**src/design/ssds_pkg.sv**
```systemverilog
// ----------------------------------------------------------------------------
// ssds_pkg
// Shared types, constants and glyph table for the seven-segment scan driver.
// ----------------------------------------------------------------------------
package ssds_pkg;

  typedef struct packed {
    logic [15:0] value;
    logic [1:0]  channel;
  } in_item_t;

  typedef struct packed {
    logic [2:0] digit_select;
    logic [7:0] segments;
    logic       last;
  } out_item_t;

  localparam int unsigned DEFAULT_QUEUE_DEPTH = 2;

  localparam logic [2:0]  POS_LAST       = 3'd7;
  localparam logic [2:0]  POS_FIRST_BLANK = 3'd5;
  localparam logic [7:0]  GLYPH_BLANK    = 8'h00;

  // floor(v / 10) == (v * 0xCCCD) >> 19 for all 16-bit v
  localparam logic [15:0] DIV10_RECIP    = 16'hCCCD;
  localparam int unsigned DIV10_SHIFT    = 19;

  function automatic logic [7:0] seg_glyph(input logic [3:0] digit);
    logic [7:0] pat;
    case (digit)
      4'd0:    pat = 8'h3f;
      4'd1:    pat = 8'h06;
      4'd2:    pat = 8'h5b;
      4'd3:    pat = 8'h4f;
      4'd4:    pat = 8'h66;
      4'd5:    pat = 8'h6d;
      4'd6:    pat = 8'h7d;
      4'd7:    pat = 8'h07;
      4'd8:    pat = 8'h7f;
      4'd9:    pat = 8'h6f;
      default: pat = GLYPH_BLANK;
    endcase
    return pat;
  endfunction

endpackage

```
**src/design/ssds_queue.sv**
```systemverilog
// ----------------------------------------------------------------------------
// ssds_queue
// Short item queue between the command front end and the scan sequencer.
// ----------------------------------------------------------------------------
module ssds_queue #(
  parameter int unsigned DEPTH = ssds_pkg::DEFAULT_QUEUE_DEPTH
) (
  input  logic               clk,
  input  logic               rst_n,
  input  logic               push,
  input  ssds_pkg::in_item_t push_item,
  input  logic               pop,
  output ssds_pkg::in_item_t head_item,
  output logic               empty,
  output logic               full
);

  localparam int unsigned PtrW = (DEPTH > 1) ? $clog2(DEPTH) : 1;
  localparam int unsigned CntW = $clog2(DEPTH + 1);

  ssds_pkg::in_item_t mem [DEPTH];

  logic [PtrW-1:0] wr_ptr_r, wr_ptr_nxt;
  logic [PtrW-1:0] rd_ptr_r, rd_ptr_nxt;
  logic [CntW-1:0] count_r, count_nxt;
  logic            do_push, do_pop;

  assign empty   = (count_r == '0);
  assign full    = (count_r == CntW'(DEPTH));
  assign do_push = push && !full;
  assign do_pop  = pop && !empty;
  assign head_item = mem[rd_ptr_r];

  always_comb begin
    wr_ptr_nxt = wr_ptr_r;
    rd_ptr_nxt = rd_ptr_r;
    count_nxt  = count_r;
    if (do_push) begin
      wr_ptr_nxt = (wr_ptr_r == PtrW'(DEPTH - 1)) ? '0 : wr_ptr_r + 1'b1;
    end
    if (do_pop) begin
      rd_ptr_nxt = (rd_ptr_r == PtrW'(DEPTH - 1)) ? '0 : rd_ptr_r + 1'b1;
    end
    if (do_push && !do_pop) begin
      count_nxt = count_r + 1'b1;
    end else if (do_pop && !do_push) begin
      count_nxt = count_r - 1'b1;
    end
  end

  always_ff @(posedge clk) begin
    if (!rst_n) begin
      wr_ptr_r <= '0;
      rd_ptr_r <= '0;
      count_r  <= '0;
    end else begin
      wr_ptr_r <= wr_ptr_nxt;
      rd_ptr_r <= rd_ptr_nxt;
      count_r  <= count_nxt;
    end
  end

  always_ff @(posedge clk) begin
    if (do_push) begin
      mem[wr_ptr_r] <= push_item;
    end
  end

endmodule

```
**src/design/ssds_back.sv**
```systemverilog
// ----------------------------------------------------------------------------
// ssds_back
// Scan sequencer: while a scan runs, one decimal digit extracted and one result issued per cycle.
// ----------------------------------------------------------------------------
module ssds_back (
  input  logic                clk,
  input  logic                rst_n,
  input  logic                load,
  input  ssds_pkg::in_item_t  load_item,
  output logic                can_load,
  output logic                out_strobe,
  output ssds_pkg::out_item_t out_data
);

  logic        active_r, active_nxt;
  logic [2:0]  pos_r, pos_nxt;
  logic [15:0] val_r, val_nxt;
  logic [1:0]  chan_r, chan_nxt;

  logic                strobe_r, strobe_nxt;
  ssds_pkg::out_item_t res_r, res_nxt;

  logic [31:0] prod;
  logic [12:0] quot;
  logic [15:0] rem_wide;
  logic [3:0]  rem;

  assign can_load = !active_r || (pos_r == ssds_pkg::POS_LAST);

  // quotient by reciprocal, remainder by shift-subtract
  assign prod     = val_r * ssds_pkg::DIV10_RECIP;
  assign quot     = prod[31:ssds_pkg::DIV10_SHIFT];
  assign rem_wide = val_r - {quot, 3'b000} - {2'b00, quot, 1'b0};
  assign rem      = rem_wide[3:0];

  always_comb begin
    active_nxt = active_r;
    pos_nxt    = pos_r;
    val_nxt    = val_r;
    chan_nxt   = chan_r;
    strobe_nxt = active_r;
    res_nxt.digit_select = pos_r;
    res_nxt.last         = (pos_r == ssds_pkg::POS_LAST);
    if (pos_r == ssds_pkg::POS_LAST) begin
      res_nxt.segments = ssds_pkg::seg_glyph({2'b00, chan_r} + 4'd1);
    end else if (pos_r >= ssds_pkg::POS_FIRST_BLANK) begin
      res_nxt.segments = ssds_pkg::GLYPH_BLANK;
    end else begin
      res_nxt.segments = ssds_pkg::seg_glyph(rem);
    end

    if (active_r) begin
      pos_nxt = pos_r + 1'b1;
      val_nxt = {3'b000, quot};
      if (pos_r == ssds_pkg::POS_LAST) begin
        active_nxt = 1'b0;
      end
    end
    if (load) begin
      active_nxt = 1'b1;
      pos_nxt    = '0;
      val_nxt    = load_item.value;
      chan_nxt   = load_item.channel;
    end
  end

  always_ff @(posedge clk) begin
    if (!rst_n) begin
      active_r <= 1'b0;
      pos_r    <= '0;
      strobe_r <= 1'b0;
    end else begin
      active_r <= active_nxt;
      pos_r    <= pos_nxt;
      strobe_r <= strobe_nxt;
    end
  end

  always_ff @(posedge clk) begin
    val_r  <= val_nxt;
    chan_r <= chan_nxt;
    res_r  <= res_nxt;
  end

  assign out_strobe = strobe_r;
  assign out_data   = res_r;

  a_last_on_pos7: assert property (@(posedge clk) disable iff (!rst_n)
    out_strobe |-> (out_data.last == (out_data.digit_select == ssds_pkg::POS_LAST)))
    else $error("last flag out of step with digit position");

  a_scan_continues: assert property (@(posedge clk) disable iff (!rst_n)
    (out_strobe && !out_data.last) |=>
      (out_strobe && out_data.digit_select == $past(out_data.digit_select) + 3'd1))
    else $error("scan broken before position seven");

  a_blank_pos: assert property (@(posedge clk) disable iff (!rst_n)
    (out_strobe && (out_data.digit_select == 3'd5 || out_data.digit_select == 3'd6))
      |-> (out_data.segments == ssds_pkg::GLYPH_BLANK))
    else $error("blank position lit");

  a_load_when_free: assert property (@(posedge clk) disable iff (!rst_n)
    load |-> can_load)
    else $error("item loaded mid-scan");

endmodule

```
**src/design/seven_segment_decimal_scan.sv**
```systemverilog
// ----------------------------------------------------------------------------
// seven_segment_decimal_scan
// Multiplexed seven-segment driver: one value becomes an eight-position scan.
// ----------------------------------------------------------------------------
// An item is taken when start is high and busy is low. Each item yields eight
// results on consecutive cycles, positions 0 to 7, each marked by out_strobe
// for one cycle; from idle, an item passes the queue, the sequencer state and
// the result register before the first appears. Results cannot be held off.
// The scan sequencer, extracting one decimal digit per cycle, sets the
// sustained rate and loads the next item at position 7. A queue of QUEUE_DEPTH
// items ahead of it keeps start open during a scan; busy rises only when full.
module seven_segment_decimal_scan #(
  parameter int unsigned QUEUE_DEPTH = ssds_pkg::DEFAULT_QUEUE_DEPTH
) (
  input  logic                clk,
  input  logic                rst_n,
  input  logic                start,
  output logic                busy,
  input  ssds_pkg::in_item_t  in_data,
  output logic                out_strobe,
  output ssds_pkg::out_item_t out_data
);

  ssds_pkg::in_item_t head_item;
  logic               q_empty, q_full;
  logic               can_load, load;

  assign busy = q_full;
  assign load = can_load && !q_empty;

  ssds_queue #(
    .DEPTH (QUEUE_DEPTH)
  ) u_queue (
    .clk       (clk),
    .rst_n     (rst_n),
    .push      (start),
    .push_item (in_data),
    .pop       (load),
    .head_item (head_item),
    .empty     (q_empty),
    .full      (q_full)
  );

  ssds_back u_back (
    .clk        (clk),
    .rst_n      (rst_n),
    .load       (load),
    .load_item  (head_item),
    .can_load   (can_load),
    .out_strobe (out_strobe),
    .out_data   (out_data)
  );

endmodule
```
**config.mk**
```make
export PLATFORM = sky130hd
export DESIGN_NAME = seven_segment_decimal_scan
export DESIGN_NICKNAME = d
export VERILOG_FILES = /design/src/design/ssds_pkg.sv /design/src/design/ssds_queue.sv /design/src/design/ssds_back.sv /design/src/design/seven_segment_decimal_scan.sv
export SDC_FILE = /design/constraint.sdc
export NUM_CORES = 1
export LEC_CHECK = 0
export ABC_AREA = 1
export BUFFER_PORTS_ARGS = -buffer_cell sky130_fd_sc_hd__buf_2
export CAP_MARGIN = 10
export CORE_MARGIN = 3
export CORE_UTILIZATION = 55
export CTS_CLUSTER_DIAMETER = 30
export CTS_CLUSTER_SIZE = 10
export DETAILED_ROUTE_END_ITERATION = 16
export PLACE_DENSITY = 0.74
export RECOVER_POWER = 50
export SKIP_LAST_GASP = 1
export SLEW_MARGIN = 20
export SYNTH_ARGS = -nofsm -noshare
export SYNTH_HDL_FRONTEND = slang
export SYNTH_SLANG_ARGS = --single-unit
```
**constraint.sdc**
```tcl
create_clock -name clk -period 17.7 [get_ports clk]
set_clock_uncertainty 0.2 [all_clocks]
set_input_delay 2.655 -clock clk [delete_from_list [all_inputs] [get_ports clk]]
set_output_delay 2.655 -clock clk [all_outputs]
set_load 0.03 [all_outputs]
```
==> flow_metrics.py <==
metrics = {
    "outcome": {
        "outcome": "complete, but fails checks",
        "violations": "capacitance limit, slew limit",
    },
    "setup_path": {
        "regToRegSetupSlack_ns": 11.07,
        "start_kind": "flop",
        "cp_max_fo": 6,
        "reg2reg_depth": 25,
        "reg2reg_to": "u_back.out_data[6]",
        "crit_path_max_incr_delay_ns": 0.56,
        "critPathBufInv": 6,
        "crit_type": "flop to flop",
        "cp.arrival_ns": 6.66,
        "cp.required_ns": 17.73,
        "r2r_start": "u_back.val_r[8]",
        "cp_slowest_cell": "fa_1",
        "path_delay_family": "adder cells",
        "end_kind": "flop",
        "crit_path_frequent_cell": "inv_1",
    },
    "global_route": {
        "use_met2_pct": 38.7,
        "use_met1_pct": 32.3,
        "antenna_found_initial": 0,
        "grt_overflow": 0,
        "grt_pass1_vias": 5984,
        "grt_pass1_wl_um": 29800,
        "use_met3_pct": 4.43,
        "busiest_layer": "met2",
        "grt_max_degree": 21,
        "track_usage_pct": 23.6,
    },
    "synthesis": {
        "synthArstFlopShare_pct": 0,
        "synth_edf_count": 54,
        "syn-num-nets": 1143,
        "syn_inst": 896,
        "synth_flop_cell": "edfxtp_1",
        "yosysWarnings": 0,
        "post_synth.cell_area_avg_um2": 9.07,
        "synth_cell_types": 36,
        "synth_most_common_cell": "inv_1",
        "ys_seq_area_share_pct": 25.1,
        "synthTopCellsByArea": "ha_1 22%, edfxtp_1 20%, fa_1 20%, inv_1 9.9%, nand2_1 7.3%",
        "netlist.area_leader.share_pct": 22.5,
        "ys_ff_latch": 75,
        "synth_top_area_cell": "ha_1",
        "synth_area_mm2": 0.00813,
        "netlist_top_cells_count": "214 x inv_1, 159 x nand2_1, 146 x ha_1, 80 x fa_1, 54 x edfxtp_1",
    },
    "clock_network": {
        "clk_pin_slew_ns": 0.07,
        "cts_setup_buffers": 0,
        "numCtsBuffers": 9,
        "cts_root_buffer": "clkbuf_16",
        "cts_tree": "built",
        "clkSinkCount": 75,
        "ctsHoldBuffers": 0,
        "insertion_delay_ns": 0.34,
        "cts_max_path_buffers": 2,
        "cts_resized": 0,
        "htree_levels": 3,
    },
    "floorplan": {
        "num_rows": 43,
        "io_pins": 35,
        "initial_utilization_pct": 57.4,
        "coreArea_mm2": 0.0141,
        "die_h_um": 128,
        "die_area_mm2": 0.0163,
        "die_x_um": 128,
    },
    "timing": {
        "slew_violations": 21,
        "tightest_slew_ns": 1.53,
        "finalSetupViolations": 0,
        "maxSlewHeadroom_pct": -1.77,
        "final_hold_viol_count": 0,
        "rsz0062_at_grt": "false",
        "period_needed_ns": 6.63,
        "min_period_over_period_pct": 37.5,
        "timing.fmax_ghz": 0.151,
        "setup-tns-final_ns": 0,
    },
    "hold_path": {
        "min_from": "u_back.pos_r[2]",
        "min_path_cells": 0,
        "hp-class": "flop to flop",
        "min_to": "u_back.out_data[11]",
    },
    "drt": {
        "drt-initial-drc-count": 364,
        "vias": 5783,
        "drt_first_pass_iters": 5,
        "wl_per_cell_um": 15.9,
        "drc": 0,
        "wl_um": 17800,
        "drtAntennaViolNets": 0,
        "vias_per_cell": 5.16,
    },
    "job": {
        "cap_violations": 1,
    },
    "place": {
        "dpl.hpwl_um": 14800,
        "place_congestion": 0.934,
        "port_buffers": 33,
    },
    "layout": {
        "drive_gt1_share_pct": 7.45,
        "nets": 1182,
        "fillers": 1211,
        "syn2layout_area_growth_pct": 8.48,
        "diodes": 0,
    },
}
==> final cells by class <==
cell class / instances / area (µm²) / area share (%)
clock buffers: 11 / 243 / 2.75
multi-input cells: 595 / 5230 / 59.3
flip-flops and latches: 75 / 2040 / 23.2
repair buffers: 35 / 170 / 1.93
inverters: 219 / 822 / 9.32
well taps: 180 / 225 / 2.55
clock inverters: 5 / 85.1 / 0.965
==> worst max path at each step <==
stage / slack, ns / to / cells after the start / start
after floorplan: 11.72 / u_back.out_data[6] / 27 / u_back.val_r[4]
after global placement: 11.22 / u_back.out_data[6] / 25 / u_back.val_r[8]
after detailed placement: 11.17 / u_back.out_data[6] / 25 / u_back.val_r[8]
after CTS: 11.08 / u_back.out_data[6] / 25 / u_back.val_r[8]
after global routing: 10.62 / u_back.out_data[6] / 25 / u_back.val_r[8]
final: 11.07 / u_back.out_data[6] / 25 / u_back.val_r[8]
==> per-stage QoR <==
step / area, µm² / hold WS, ns / util (%) / cells / worst slack, ns
floorplan: 8130 / 0.168 / - / 896 / 11.72
global placement: 8500 / 0.187 / 60.1 / 1104 / 11.22
detailed placement: 8500 / 0.186 / 60.1 / 1104 / 11.17
CTS: 8830 / 0.195 / 62.4 / 1120 / 11.08
global route: 8820 / 0.209 / 62.3 / 1120 / 10.62
finish: 8820 / 0.194 / 62.3 / 1120 / 11.07
==> cells in the final DEF, fill, tap and decap left out, types with 21 or more instances in the layout <==
| master | count |
|---|---|
| a21oi_1 | 47 |
| buf_2 | 28 |
| dfxtp_1 | 21 |
| edfxtp_1 | 54 |
| fa_1 | 80 |
| ha_1 | 146 |
| inv_1 | 216 |
| nand2_1 | 159 |
| nand3_1 | 26 |
| nor2_1 | 39 |
| o21ai_0 | 27 |
==> flip-flops by register name (all words and copies together), names as in the netlist, named ones only <==
register           cells
u_back.out_data       11
u_back.pos_r           3
u_queue.mem           36
u_queue.wr_ptr_r       1
u_back.active_r        1
u_back.out_strobe      1
u_queue.count_r        2
u_queue.rd_ptr_r       1
u_back.chan_r          2
u_back.val_r          16
==> worst register-to-register path, cell delays in order, from the launching register on <==
cell and delay (ns):
edfxtp_1 0.51, ha_1 0.44, fa_1 0.56, inv_1 0.07, fa_1 0.50, fa_1 0.56, inv_1 0.06, fa_1 0.54
inv_1 0.06, fa_1 0.53, inv_1 0.04, ha_1 0.37, a21oi_1 0.23, o21ai_0 0.17, nor2_1 0.19, nand2_1 0.09
xor2_1 0.16, ha_1 0.32, inv_1 0.07, or2_2 0.27, nand2_1 0.15, inv_1 0.12, o21ai_0 0.16, nand2_1 0.07
nand3_1 0.06, nand2_1 0.05
==> metal layers <==
metal,share of wire [%],up-vias,wire [µm]
li1,-,2912,-
met1,46,2670,8120
met2,46,166,8250
met3,5.5,35,983
met4,2.2,0,398
met5,0,-,0
==> cells by family after synthesis <==
kind of cell             share of synthesized area [%]
AO/OA/AOI/OAI                                     6.90
XOR/XNOR                                          1.72
adder cells (fa/ha/maj)                           42.2
buffers and inverters                             10.5
flip-flops                                        25.1
other                                           0.0461
AND/OR/NAND/NOR                                   13.5
Power is left out: the tool's default activity adds up to more than one toggle a clock period on the data nets, which glitch-free logic cannot reach.
